[config.mk]
export PLATFORM = sky130hd
export DESIGN_NAME = sgr_dot_unit
export DESIGN_NICKNAME = d
export VERILOG_FILES = /design/src/design/sgr_pkg.sv /design/src/design/sgr_dot_unit.sv
export SDC_FILE = /design/constraint.sdc
export NUM_CORES = 1
export LEC_CHECK = 0
export BUFFER_PORTS_ARGS = -buffer_cell sky130_fd_sc_hd__buf_2
export CORE_MARGIN = 1.5
export CORE_UTILIZATION = 52
export CTS_CLUSTER_SIZE = 8
export DETAILED_ROUTE_END_ITERATION = 16
export GPL_TIMING_DRIVEN = 0
export MAX_ROUTING_LAYER = met4
export PLACE_DENSITY = 0.92
export SYNTH_ARGS = -nofsm -noshare
export SYNTH_HDL_FRONTEND = slang
export SYNTH_SLANG_ARGS = --single-unit
[constraint.sdc]
create_clock -name clk -period 3 [get_ports clk]
set_input_delay 0.3 -clock clk [delete_from_list [all_inputs] [get_ports clk]]
set_output_delay 0.3 -clock clk [all_outputs]
set_load 0.05 [all_outputs]
[src/design/sgr_pkg.sv]
`default_nettype none

package sgr_pkg;

    localparam int unsigned GLYPH_COLS = 5;
    localparam int unsigned GLYPH_ROWS = 7;
    localparam int unsigned GLYPH_BITS = GLYPH_COLS * GLYPH_ROWS;

    localparam logic [0:0] REG_DOT_SCALE   = 1'd0;
    localparam logic [0:0] REG_ROTATE_MODE = 1'd1;

    localparam logic [7:0] CODE_SPACE    = 8'd32;
    localparam logic [7:0] CODE_LAST     = 8'd126;
    localparam logic [7:0] CODE_QUESTION = 8'd63;

    typedef logic [GLYPH_BITS-1:0] glyph_t;

    typedef enum logic [0:0] {
        ST_IDLE,
        ST_SCAN
    } state_t;

    typedef struct packed {
        logic       load;
        logic       emit;
        logic       last;
        logic [7:0] row_off;
        logic [7:0] col_off;
    } dot_req_t;

    // Dot bit for column c, row r sits at c*7+r.
    function automatic glyph_t glyph_lookup(input logic [7:0] code_in);
        logic [7:0]  code;
        logic [39:0] r;
        code = code_in;
        if (code < CODE_SPACE || code > CODE_LAST)
        begin
            code = CODE_QUESTION;
        end
        unique case (code)
            8'd33:   r = 40'h00005F0000;
            8'd34:   r = 40'h0007000700;
            8'd35:   r = 40'h147F147F14;
            8'd36:   r = 40'h242A7F2A12;
            8'd37:   r = 40'h2313086462;
            8'd38:   r = 40'h3649552250;
            8'd39:   r = 40'h0005030000;
            8'd40:   r = 40'h001C224100;
            8'd41:   r = 40'h0041221C00;
            8'd42:   r = 40'h14083E0814;
            8'd43:   r = 40'h08083E0808;
            8'd44:   r = 40'h0050300000;
            8'd45:   r = 40'h0808080808;
            8'd46:   r = 40'h0060600000;
            8'd47:   r = 40'h2010080402;
            8'd48:   r = 40'h3E5149453E;
            8'd49:   r = 40'h00427F4000;
            8'd50:   r = 40'h4261514946;
            8'd51:   r = 40'h2141454B31;
            8'd52:   r = 40'h1814127F10;
            8'd53:   r = 40'h2745454539;
            8'd54:   r = 40'h3C4A494930;
            8'd55:   r = 40'h0171090503;
            8'd56:   r = 40'h3649494936;
            8'd57:   r = 40'h064949291E;
            8'd58:   r = 40'h0036360000;
            8'd59:   r = 40'h0056360000;
            8'd60:   r = 40'h0814224100;
            8'd61:   r = 40'h1414141414;
            8'd62:   r = 40'h0041221408;
            8'd63:   r = 40'h0201510906;
            8'd64:   r = 40'h324979413E;
            8'd65:   r = 40'h7E1111117E;
            8'd66:   r = 40'h7F49494936;
            8'd67:   r = 40'h3E41414122;
            8'd68:   r = 40'h7F4141221C;
            8'd69:   r = 40'h7F49494941;
            8'd70:   r = 40'h7F09090901;
            8'd71:   r = 40'h3E4149497A;
            8'd72:   r = 40'h7F0808087F;
            8'd73:   r = 40'h00417F4100;
            8'd74:   r = 40'h2040413F01;
            8'd75:   r = 40'h7F08142241;
            8'd76:   r = 40'h7F40404040;
            8'd77:   r = 40'h7F020C027F;
            8'd78:   r = 40'h7F0408107F;
            8'd79:   r = 40'h3E4141413E;
            8'd80:   r = 40'h7F09090906;
            8'd81:   r = 40'h3E4151215E;
            8'd82:   r = 40'h7F09192946;
            8'd83:   r = 40'h4649494931;
            8'd84:   r = 40'h01017F0101;
            8'd85:   r = 40'h3F4040403F;
            8'd86:   r = 40'h1F2040201F;
            8'd87:   r = 40'h3F4038403F;
            8'd88:   r = 40'h6314081463;
            8'd89:   r = 40'h0708700807;
            8'd90:   r = 40'h6151494543;
            8'd91:   r = 40'h007F414100;
            8'd92:   r = 40'h0204081020;
            8'd93:   r = 40'h0041417F00;
            8'd94:   r = 40'h0402010204;
            8'd95:   r = 40'h4040404040;
            8'd96:   r = 40'h0001020400;
            8'd97:   r = 40'h2054545478;
            8'd98:   r = 40'h7F48444438;
            8'd99:   r = 40'h3844444420;
            8'd100:  r = 40'h384444487F;
            8'd101:  r = 40'h3854545418;
            8'd102:  r = 40'h087E090102;
            8'd103:  r = 40'h0C5252523E;
            8'd104:  r = 40'h7F08040478;
            8'd105:  r = 40'h00447D4000;
            8'd106:  r = 40'h2040443D00;
            8'd107:  r = 40'h7F10284400;
            8'd108:  r = 40'h00417F4000;
            8'd109:  r = 40'h7C04180478;
            8'd110:  r = 40'h7C08040478;
            8'd111:  r = 40'h3844444438;
            8'd112:  r = 40'h7C14141408;
            8'd113:  r = 40'h081414187C;
            8'd114:  r = 40'h7C08040408;
            8'd115:  r = 40'h4854545420;
            8'd116:  r = 40'h043F444020;
            8'd117:  r = 40'h3C4040207C;
            8'd118:  r = 40'h1C2040201C;
            8'd119:  r = 40'h3C4030403C;
            8'd120:  r = 40'h4428102844;
            8'd121:  r = 40'h0C5050503C;
            8'd122:  r = 40'h4464544C44;
            8'd123:  r = 40'h0008364100;
            default: r = 40'h0000000000;
        endcase
        return {r[6:0], r[14:8], r[22:16], r[30:24], r[38:32]};
    endfunction

endpackage

`default_nettype wire

[src/design/sgr_dot_unit.sv]
`default_nettype none

module sgr_dot_unit
    import sgr_pkg::*;
(
    input  wire logic        clk,
    input  wire logic        rst_n,
    input  wire dot_req_t    req,
    input  wire logic [7:0]  origin_x,
    input  wire logic [7:0]  origin_y,
    input  wire logic [15:0] pen_color,
    input  wire logic [3:0]  dot_scale,
    input  wire logic        rotate_mode,
    input  wire logic        out_stall,
    output logic             out_free,
    output logic             out_valid,
    output logic [7:0]       square_x,
    output logic [7:0]       square_y,
    output logic [3:0]       square_side,
    output logic [15:0]      square_color,
    output logic             last_square
);

    logic [7:0]  ox_reg;
    logic [7:0]  oy_reg;
    logic [15:0] color_reg;
    logic        valid_reg;
    logic [7:0]  x_reg;
    logic [7:0]  y_reg;
    logic [3:0]  side_reg;
    logic [15:0] sq_color_reg;
    logic        last_reg;
    logic [7:0]  six_s;
    logic [7:0]  x_next;
    logic [7:0]  y_next;

    // 6*s = 4s + 2s
    assign six_s = {2'd0, dot_scale, 2'd0} + {3'd0, dot_scale, 1'b0};

    always_comb
    begin
        if (rotate_mode)
        begin
            x_next = ox_reg + six_s - req.row_off;
            y_next = oy_reg + req.col_off;
        end
        else
        begin
            x_next = ox_reg + req.col_off;
            y_next = oy_reg + req.row_off;
        end
    end

    assign out_free = !valid_reg || !out_stall;

    always_ff @(posedge clk or negedge rst_n)
    begin
        if (!rst_n)
        begin
            valid_reg <= 1'b0;
        end
        else if (req.emit)
        begin
            valid_reg <= 1'b1;
        end
        else if (!out_stall)
        begin
            valid_reg <= 1'b0;
        end
    end

    always_ff @(posedge clk)
    begin
        if (req.load)
        begin
            ox_reg    <= origin_x;
            oy_reg    <= origin_y;
            color_reg <= pen_color;
        end
        if (req.emit)
        begin
            x_reg        <= x_next;
            y_reg        <= y_next;
            side_reg     <= dot_scale;
            sq_color_reg <= color_reg;
            last_reg     <= req.last;
        end
    end

    assign out_valid    = valid_reg;
    assign square_x     = x_reg;
    assign square_y     = y_reg;
    assign square_side  = side_reg;
    assign square_color = sq_color_reg;
    assign last_square  = last_reg;

endmodule

`default_nettype wire

==> results.json, run 1 <==
{
  "nNetsFinal": 443,
  "critPathRequiredTime_ns": 3.09,
  "maxCapViolations": 0,
  "path_class": "input pin to register",
  "status": "finished clean",
  "cp.arrival_ns": 2.81,
  "clockRootBuffer": "clkbuf_8",
  "ys_top_cells_by_area": "edfxtp_1 (61%), ha_1 (8.9%), fa_1 (6.5%), inv_1 (4.0%), xnor2_1 (2.3%)",
  "cts_sinks": 70,
  "synth_ff_type": "edfxtp_1",
  "max-vdd-ir-drop_mv": 0.625,
  "grt_pass1_vias": 2272,
  "avgSynthCellArea_sq_um": 14.1,
  "hpwl_mm": 5.10,
  "diodes": 0,
  "min_period_over_period": 0.904,
  "yosys.area_share.simple": 0.0506,
  "vias_per_cell": 5.15,
  "startpoint_type": "input pin",
  "wl_mm": 6.79,
  "final-setup-viol-count": 0,
  "die_h_um": 83.7,
  "initial_core_util": 0.536,
  "synth_xor_xnor_area_share": 0.0388,
  "power_frac_seq": 0.431,
  "syn_nets": 335,
  "synth_top_family_by_area": "adder cells",
  "async_reset_ff_frac": 0.0143,
  "cp_slowest_stage_delay_ns": 0.55,
  "antenna_found_initial": 0,
  "setup-tns-final_ns": 0,
  "combPwrFrac": 0.262,
  "die_x_um": 83.7,
  "synthToLayoutAreaGrowth_pct": 24.1,
  "max_slew.worst_pin.slew_ns": 0.838,
  "critPathTopFamily": "adder cells",
  "synth_common_cells": "edfxtp_1 (69), inv_1 (36), ha_1 (24), o21ai_0 (14), fa_1 (11)",
  "power.internal_mw": 1.93,
  "coreArea_sq_mm": 0.00631,
  "final_util": 0.666,
  "cts_resized": 0,
  "track_usage": 0.213,
  "path_buf_inv": 4,
  "cts_tree": "done",
  "p_leak_nw": 1.86,
  "wl_met1_mm": 2.75,
  "cts_max_level": 3,
  "hp-class": "input pin to register",
  "swShare": 0.322,
  "slew_headroom": 0.441,
  "drt_iter0_drc": 130,
  "fmax_mhz": 369,
  "synth_top_area_share": 0.612,
  "grt_pass1_wl_mm": 10.9,
  "drt-wirelength-per-cell_um": 15.8,
  "routabilityCongestion": 0.891,
  "synth-compound-area-share": 0.0761,
  "cp_common_cell": "inv_1",
  "synthAdderAreaFrac": 0.154,
  "setup_ws_ns": 0.288,
  "syn_area_sq_mm": 0.00339,
  "p_clk_frac": 0.307,
  "ys_ff_latch": 70,
  "finalWorstPathRequiredPeriod_ns": 2.71,
  "path_cells": "buf_2, inv_1, fa_1, inv_1, fa_1, inv_1, ha_1, a211oi_1, o21ai_0, a21oi_1, xnor2_1, mux2i_1",
  "clk-insertion-delay-late_ns": 0.35,
  "yosys-mux-area-fraction": 0.0185,
  "power_density_mw_per_mm2": 679,
  "synth.most_common_cell": "edfxtp_1",
  "drv_slew": 0,
  "overflow": 0,
  "crit_path_end_kind": "register",
  "synth_edf_count": 69,
  "ys_types": 33,
  "wl_met2_mm": 3.55,
  "topRoutingLayerUsed": "met4",
  "synth_seq_area_share": 0.619,
  "cp_max_fo": 2,
  "die_area_sq_mm": 0.00701,
  "routed-via-count": 2219,
  "post-route-drc-count": 0,
  "drive_gt1_frac": 0.325,
  "slowest_stage": "fa_1",
  "io_pins": 98,
  "clock_skew_ns": 0.00951,
  "synth_top_area_cell": "edfxtp_1",
  "pre_cts_ws_ns": -0.0629,
  "wl_met3_um": 316,
  "cts-buffers-inserted": 9,
  "port_buffers": 96,
  "grt_max_degree": 39,
  "rows": 29,
  "synth_cells": 241,
  "power_switching_mw": 0.920,
  "ant_nets": 0,
  "hold_viol": 0,
  "clk_pin_slew_ns": 0.08,
  "rsz0062_at_grt": "false",
  "clockBufferDepth": 2,
  "firstDrtPassIters": 4,
  "yosysWarnings": 0
}
==> through the flow <==
| step | power [mW] | std cells | hold WS (ns) | cell area, sq um |
|---|---|---|---|---|
| after floorplan | 1.79 | 241 | 0.00441 | 3390 |
| after global placement | 1.95 | 414 | 0.0752 | 3960 |
| after detailed placement | 1.99 | 414 | 0.0796 | 3960 |
| after CTS | 2.87 | 431 | 0.103 | 4200 |
| after global routing | 2.98 | 431 | 0.100 | 4200 |
| final | 2.85 | 431 | 0.118 | 4200 |
==> final cells by class <==
class | count | area (sq um)
Fill cell | 477 | 2110
Sequential cell | 70 | 2100
Multi-Input combinational cell | 132 | 1140
Timing Repair Buffer | 97 | 490
Inverter | 36 | 135
Clock buffer | 9 | 124
Clock inverter | 7 | 105
Tap cell | 77 | 96.3
Buffer | 3 | 11.3
==> power groups by stage <==
stage | combinational (mW) | sequential [mW] | clock, mW
after floorplan | 0.326 | 1.46 | 0
after global placement | 0.708 | 1.25 | 0
after detailed placement | 0.741 | 1.25 | 0
after CTS | 0.748 | 1.23 | 0.890
after global routing | 0.815 | 1.24 | 0.929
final | 0.748 | 1.23 | 0.878
==> cells in the final DEF (no fill, tap or decap), types with 2 or more instances in the layout <==
cell / count
inv_1: 36
o21a_1: 4
o21ai_0: 14
xnor2_1: 9
a21o_1: 2
nor2b_1: 2
xor2_1: 6
nand3_1: 2
edfxtp_1: 69
mux2i_1: 4
mux2_2: 2
nor3_1: 4
inv_6: 2
nor2_1: 9
ha_1: 24
buf_2: 96
fa_1: 11
a211oi_1: 3
a21oi_1: 8
clkbuf_1: 3
clkbuf_8: 9
bufinv_16: 2
nand2_1: 10
o22ai_1: 2
nand2b_1: 2
o21bai_1: 3
nand3b_1: 2
==> timing repair <==
item	CTS	global route
hold endpoints to repair	1	0
setup endpoints to repair	0	0
buffers inserted	0	0
hold buffers	1	0
==> worst paths after layout <==
check | startpoint | endpoint | slack, ns | cells after the start
max | req[11] | square_x[7] | 0.29 | 12
max reg2reg | ox_reg[1] | square_x[6] | 0.30 | 12
min reg2reg | color_reg[9] | square_color[9] | 0.42 | 0
max in group asynchronous | rst_n | out_valid | 2.66 | 2
min in group asynchronous | rst_n | out_valid | 0.25 | 2
min | origin_y[2] | oy_reg[2] | 0.12 | 1
==> logic make-up after synthesis <==
logic type / count (synthesis)
flops: 70
compound gates: 42
buf+inv: 39
fa+ha+maj: 35
simple gates: 34
xor+xnor: 15
mux: 6
==> per-layer routing <==
layer,up-vias,track usage
met2,66,0.363
met1,1065,0.243
met4,0,0.0924
li1,1073,-
met5,-,-
met3,15,0.0465
Power figures use the tool's default switching activity.
==> inputs of run 2 (changes only) <==
--- a/config.mk
+++ b/config.mk
@@ -12,7 +12,7 @@
 export DETAILED_ROUTE_END_ITERATION = 16
 export GPL_TIMING_DRIVEN = 0
 export MAX_ROUTING_LAYER = met4
-export PLACE_DENSITY = 0.92
+export PLACE_DENSITY = 0.87
 export SYNTH_ARGS = -nofsm -noshare
 export SYNTH_HDL_FRONTEND = slang
 export SYNTH_SLANG_ARGS = --single-unit
==> run 2 against run 1 <==
Against the previous run:
- sequential share of layout area is 0.53 points higher
- via count fell by 0.86%
- die area did not move
- cell area decreased by 1.0%
- global-route usage down 0.51 points
- combinational power is 0.5% higher
- critical path depth did not move
- count of clock-buffer cells in the layout is the same
- first-iteration DRC count is 10% lower
- clock skew is 0.0013 ns lower
- sequential power about the same
- register-to-register slack lost 0.03 ns
==> results.json, run 2 (synthesized netlist as in run 1, its figures left out) <==
{
  "crit_path_end_kind": "register",
  "p_clk_frac": 0.267,
  "grt_max_degree": 39,
  "max_slew.worst_pin.slew_ns": 0.836,
  "track_usage": 0.208,
  "hold_viol": 0,
  "drv_slew": 0,
  "fmax_mhz": 364,
  "critPathRequiredTime_ns": 3.09,
  "setup_ws_ns": 0.255,
  "hpwl_mm": 5.11,
  "finalWorstPathRequiredPeriod_ns": 2.75,
  "final_common_cell": "buf_2",
  "p_leak_nw": 1.83,
  "drt-wirelength-per-cell_um": 15.7,
  "holdWs_ns": 0.116,
  "path_class": "input pin to register",
  "initial_core_util": 0.536,
  "antenna_found_initial": 0,
  "clockRootBuffer": "clkbuf_8",
  "cp.arrival_ns": 2.84,
  "rsz0062_at_grt": "false",
  "ctsHoldBuffers": 1,
  "die_area_sq_mm": 0.00701,
  "slew_headroom": 0.443,
  "ant_nets": 0,
  "cts_setup_buffers": 0,
  "power_frac_seq": 0.455,
  "cp_max_fo": 2,
  "clock_skew_ns": 0.00818,
  "fill_cells": 484,
  "coreArea_sq_mm": 0.00631,
  "die_h_um": 83.7,
  "pre_cts_ws_ns": -0.0982,
  "power.internal_mw": 1.77,
  "multi_input_area_sq_mm": 0.00114,
  "clk-insertion-delay-late_ns": 0.35,
  "drive_gt1_frac": 0.325,
  "power_density_mw_per_mm2": 648,
  "status": "finished clean",
  "final-setup-viol-count": 0,
  "max-vdd-ir-drop_mv": 0.362,
  "startpoint_type": "input pin",
  "synthToLayoutAreaGrowth_pct": 22.8,
  "nNetsFinal": 443,
  "vias_per_cell": 5.10,
  "clk_pin_slew_ns": 0.08,
  "wl_mm": 6.76,
  "post-route-drc-count": 0,
  "cp_common_cell": "inv_1",
  "maxCapViolations": 0,
  "diodes": 0,
  "cts-buffers-inserted": 9,
  "routed-via-count": 2200,
  "overflow": 0,
  "combPwrFrac": 0.279,
  "path_buf_inv": 4,
  "routabilityCongestion": 0.913,
  "min_period_over_period": 0.915,
  "firstDrtPassIters": 4,
  "io_pins": 98,
  "rows": 29,
  "mostFrequentLayoutCells": "buf_2 (96), edfxtp_1 (69), inv_1 (36)",
  "grt_pass1_vias": 2244,
  "swShare": 0.344,
  "path_cells": "buf_2, inv_1, fa_1, inv_1, fa_1, inv_1, ha_1, a211oi_1, o21ai_0, a21oi_1, xnor2_1, mux2i_1",
  "drt_iter0_drc": 117,
  "cts_resized": 0,
  "hp-class": "input pin to register",
  "die_x_um": 83.7,
  "cp_slowest_stage_delay_ns": 0.56,
  "power_switching_mw": 0.928,
  "final_util": 0.659,
  "slowest_stage": "fa_1",
  "ff2ff_setup_slack_ns": 0.27,
  "clockBufferDepth": 2,
  "cts_tree": "done",
  "cts_sinks": 70,
  "port_buffers": 96,
  "cts_max_level": 3,
  "critPathTopFamily": "adder cells",
  "ff_latch_area_sq_mm": 0.00210,
  "grt_pass1_wl_mm": 10.6
}
## run 2: changes by cell type in the layout (fill, tap and decap cells not counted), sizes merged
cell / before / now
clkinvlp: 1 / 2
inv: 39 / 40
bufinv: 2 / 0
## run 2: metal layers
| layer | up-vias | routed length [um] | track usage |
|---|---|---|---|
| li1 | 1071 | - | - |
| met3 | 20 | 331 | 0.0376 |
| met5 | - | 0 | - |
| met2 | 64 | 3560 | 0.361 |
| met4 | 0 | 186 | 0.106 |
| met1 | 1045 | 2680 | 0.229 |
## run 2: cell type report
cell class | instances | share of cell area
plain buffers | 3 | 0.00271
clock buffers | 9 | 0.0298
multi-input cells | 132 | 0.275
repair buffers | 97 | 0.118
well taps | 77 | 0.0232
inverters | 36 | 0.0325
flip-flops and latches | 70 | 0.504
clock inverters | 7 | 0.0147
## run 2: final timing paths
check / end / cells after the start / start
setup / recovery: square_x[7] / 12 / req[11]
hold / removal: color_reg[1] / 1 / pen_color[1]
setup reg to reg: square_x[7] / 10 / ox_reg[1]
hold reg to reg: square_color[5] / 0 / color_reg[5]
max in group asynchronous: out_valid / 2 / rst_n
min in group asynchronous: out_valid / 2 / rst_n
## run 2: power groups by stage
stage / Sequential (mW) / Clock (mW) / Combinational (mW)
global route: 1.24 / 0.769 / 0.814
CTS: 1.23 / 0.726 / 0.752
finish: 1.23 / 0.719 / 0.752
floorplan: 1.46 / 0 / 0.326
detailed placement: 1.25 / 0 / 0.747
global placement: 1.24 / 0 / 0.708
## run 2: per-stage QoR
stage / std cells / power (mW) / cell area (sq um) / TNS (ns)
after floorplan: 241 / 1.79 / 3390 / 0
after global placement: 414 / 1.95 / 3960 / -0.0266
after detailed placement: 414 / 2.00 / 3960 / -0.0982
after CTS: 431 / 2.71 / 4160 / 0
after global routing: 431 / 2.82 / 4160 / 0
final: 431 / 2.70 / 4160 / 0
==> inputs of run 3 (changes only) <==
--- a/config.mk
+++ b/config.mk
@@ -6,9 +6,8 @@
 export NUM_CORES = 1
 export LEC_CHECK = 0
 export BUFFER_PORTS_ARGS = -buffer_cell sky130_fd_sc_hd__buf_2
-export CORE_MARGIN = 1.5
 export CORE_UTILIZATION = 52
-export CTS_CLUSTER_SIZE = 8
+export CTS_CLUSTER_SIZE = 14
 export DETAILED_ROUTE_END_ITERATION = 16
 export GPL_TIMING_DRIVEN = 0
 export MAX_ROUTING_LAYER = met4
==> run 3 against run 2 <==
Against the previous run:
- hold slack improved by 0.0073 ns
- clock skew decreased by 0.0013 ns
- die area decreased by 2.4%
- final cell count unchanged
- critical path type unchanged
- total power decreased by 2.2%
- combinational power decreased by 0.9%
- count of clock-buffer cells in the layout unchanged
- sequential share of layout area increased by 0.15 points
- cell area decreased by 0.30%
- non-clock buffer count unchanged
- register-to-register slack about the same
- core utilization decreased by 0.20 points
==> results.json, run 3 (synthesized netlist as in run 1, its figures left out) <==
{
  "maxCapViolations": 0,
  "clk_pin_slew_ns": 0.08,
  "synthToLayoutAreaGrowth_pct": 22.4,
  "firstDrtPassIters": 4,
  "critPathTopFamily": "adder cells",
  "p_clk_frac": 0.253,
  "power.internal_mw": 1.75,
  "power_frac_seq": 0.465,
  "cp_slowest_stage_delay_ns": 0.57,
  "ff2ff_setup_slack_ns": 0.26,
  "cts_resized": 0,
  "die_area_sq_mm": 0.00684,
  "hp-class": "input pin to register",
  "port_buffers": 96,
  "wl_mm": 6.25,
  "ant_nets": 0,
  "clk-insertion-delay-late_ns": 0.35,
  "clockRootBuffer": "clkbuf_8",
  "cp_common_cell": "inv_1",
  "nNetsFinal": 443,
  "hpwl_mm": 4.68,
  "cts_tree": "done",
  "p_leak_nw": 1.82,
  "drt-wirelength-per-cell_um": 14.5,
  "r2r_start": "ox_reg[1]",
  "cts-buffers-inserted": 9,
  "power_density_mw_per_mm2": 636,
  "path_cells": "buf_2, inv_1, fa_1, inv_1, fa_1, inv_1, ha_1, a211oi_1, o21ai_0, a21oi_1, xnor2_1, mux2i_1",
  "grt_pass1_wl_mm": 9.42,
  "track_usage": 0.202,
  "rsz0062_at_grt": "false",
  "io_pins": 98,
  "combPwrFrac": 0.282,
  "status": "finished clean",
  "startpoint_type": "input pin",
  "total_power_mw": 2.64,
  "coreArea_sq_mm": 0.00631,
  "power_switching_mw": 0.887,
  "final_common_cell": "buf_2",
  "grt_max_degree": 39,
  "finalWorstPathRequiredPeriod_ns": 2.78,
  "min_period_over_period": 0.925,
  "mostFrequentLayoutCells": "buf_2 (96), edfxtp_1 (69), inv_1 (36)",
  "cts_max_level": 3,
  "hp-start": "pen_color[3]",
  "die_x_um": 82.7,
  "post-route-drc-count": 0,
  "critPathRequiredTime_ns": 3.08,
  "fmax_mhz": 360,
  "path_buf_inv": 4,
  "rows": 29,
  "post_dp_cell_area_sq_mm": 0.00396,
  "fill_cells": 466,
  "cts_setup_buffers": 0,
  "setup.worst_path.start": "req[11]",
  "final-setup-viol-count": 0,
  "diodes": 0,
  "vias_per_cell": 5.12,
  "routabilityCongestion": 0.923,
  "routed-via-count": 2206,
  "cp_max_fo": 2,
  "clock_skew_ns": 0.00688,
  "path_class": "input pin to register",
  "drt_iter0_drc": 108,
  "drive_gt1_frac": 0.322,
  "slowest_stage": "fa_1",
  "antenna_found_initial": 0,
  "overflow": 0,
  "final_util": 0.657,
  "crit_path_end_kind": "register",
  "cp.arrival_ns": 2.85,
  "swShare": 0.336,
  "cts_sinks": 70,
  "final_cell_area_sq_mm": 0.00415,
  "drv_slew": 0,
  "initial_core_util": 0.536,
  "slew_headroom": 0.445,
  "hold_viol": 0,
  "clockBufferDepth": 2,
  "grt_pass1_vias": 2100,
  "max-vdd-ir-drop_mv": 0.510,
  "die_h_um": 82.7,
  "max_slew.worst_pin.slew_ns": 0.833
}
==> run 3: cell types whose count changed in the layout (fill, tap and decap cells not counted), sizes merged <==
| cell | before | now |
|---|---|---|
| clkinv | 1 | 3 |
| clkinvlp | 2 | 3 |
| inv | 40 | 37 |
==> run 3: layout make-up <==
cell class                      instances  area (sq um)  share of cell area
Multi-Input combinational cell        132          1140               0.276
Tap cell                               77          96.3              0.0232
Inverter                               36           135              0.0326
Timing Repair Buffer                   97           490               0.118
Clock buffer                            9           124              0.0299
Buffer                                  3          11.3             0.00272
Sequential cell                        70          2100               0.506
Clock inverter                          7          48.8              0.0118
==> run 3: through the flow <==
| stage | setup slack [ns] | hold slack [ns] | setup TNS (ns) | std cells |
|---|---|---|---|---|
| global placement | -0.0395 | 0.0752 | -0.0395 | 414 |
| CTS | 0.236 | 0.110 | 0 | 431 |
| finish | 0.224 | 0.123 | 0 | 431 |
| floorplan | 0.232 | 0.00441 | 0 | 241 |
| global route | 0.0184 | 0.112 | 0 | 431 |
| detailed placement | -0.0974 | 0.0757 | -0.0974 | 414 |
==> run 3: worst paths after layout <==
| check | to | cells past startpoint |
|---|---|---|
| max | square_x[7] | 12 |
| max reg2reg | square_x[7] | 10 |
| min | color_reg[3] | 1 |
| max in group asynchronous | out_valid | 2 |
| min in group asynchronous | out_valid | 2 |
| min reg2reg | square_color[14] | 0 |
==> run 3: power by group through the flow <==
stage | registers (mW) | clock network, mW | logic [mW]
after global routing | 1.24 | 0.719 | 0.812
after floorplan | 1.46 | 0 | 0.326
after CTS | 1.23 | 0.682 | 0.746
after global placement | 1.25 | 0 | 0.708
final | 1.23 | 0.667 | 0.745
after detailed placement | 1.25 | 0 | 0.740
==> run 3: routing by layer <==
metal  wire, um  vias up  share of wire  global-route usage
met5          0        -              0                   -
met4        163        0          0.026               0.119
met2       3270       87           0.52               0.334
li1           -     1073              -                   -
met3        367       14          0.059              0.0308
met1       2450     1032           0.39               0.234
==> run 3: what timing repair did <==
action	CTS	global route
endpoints found under the setup margin	0	0
hold endpoints to repair	1	0
hold buffers	1	0
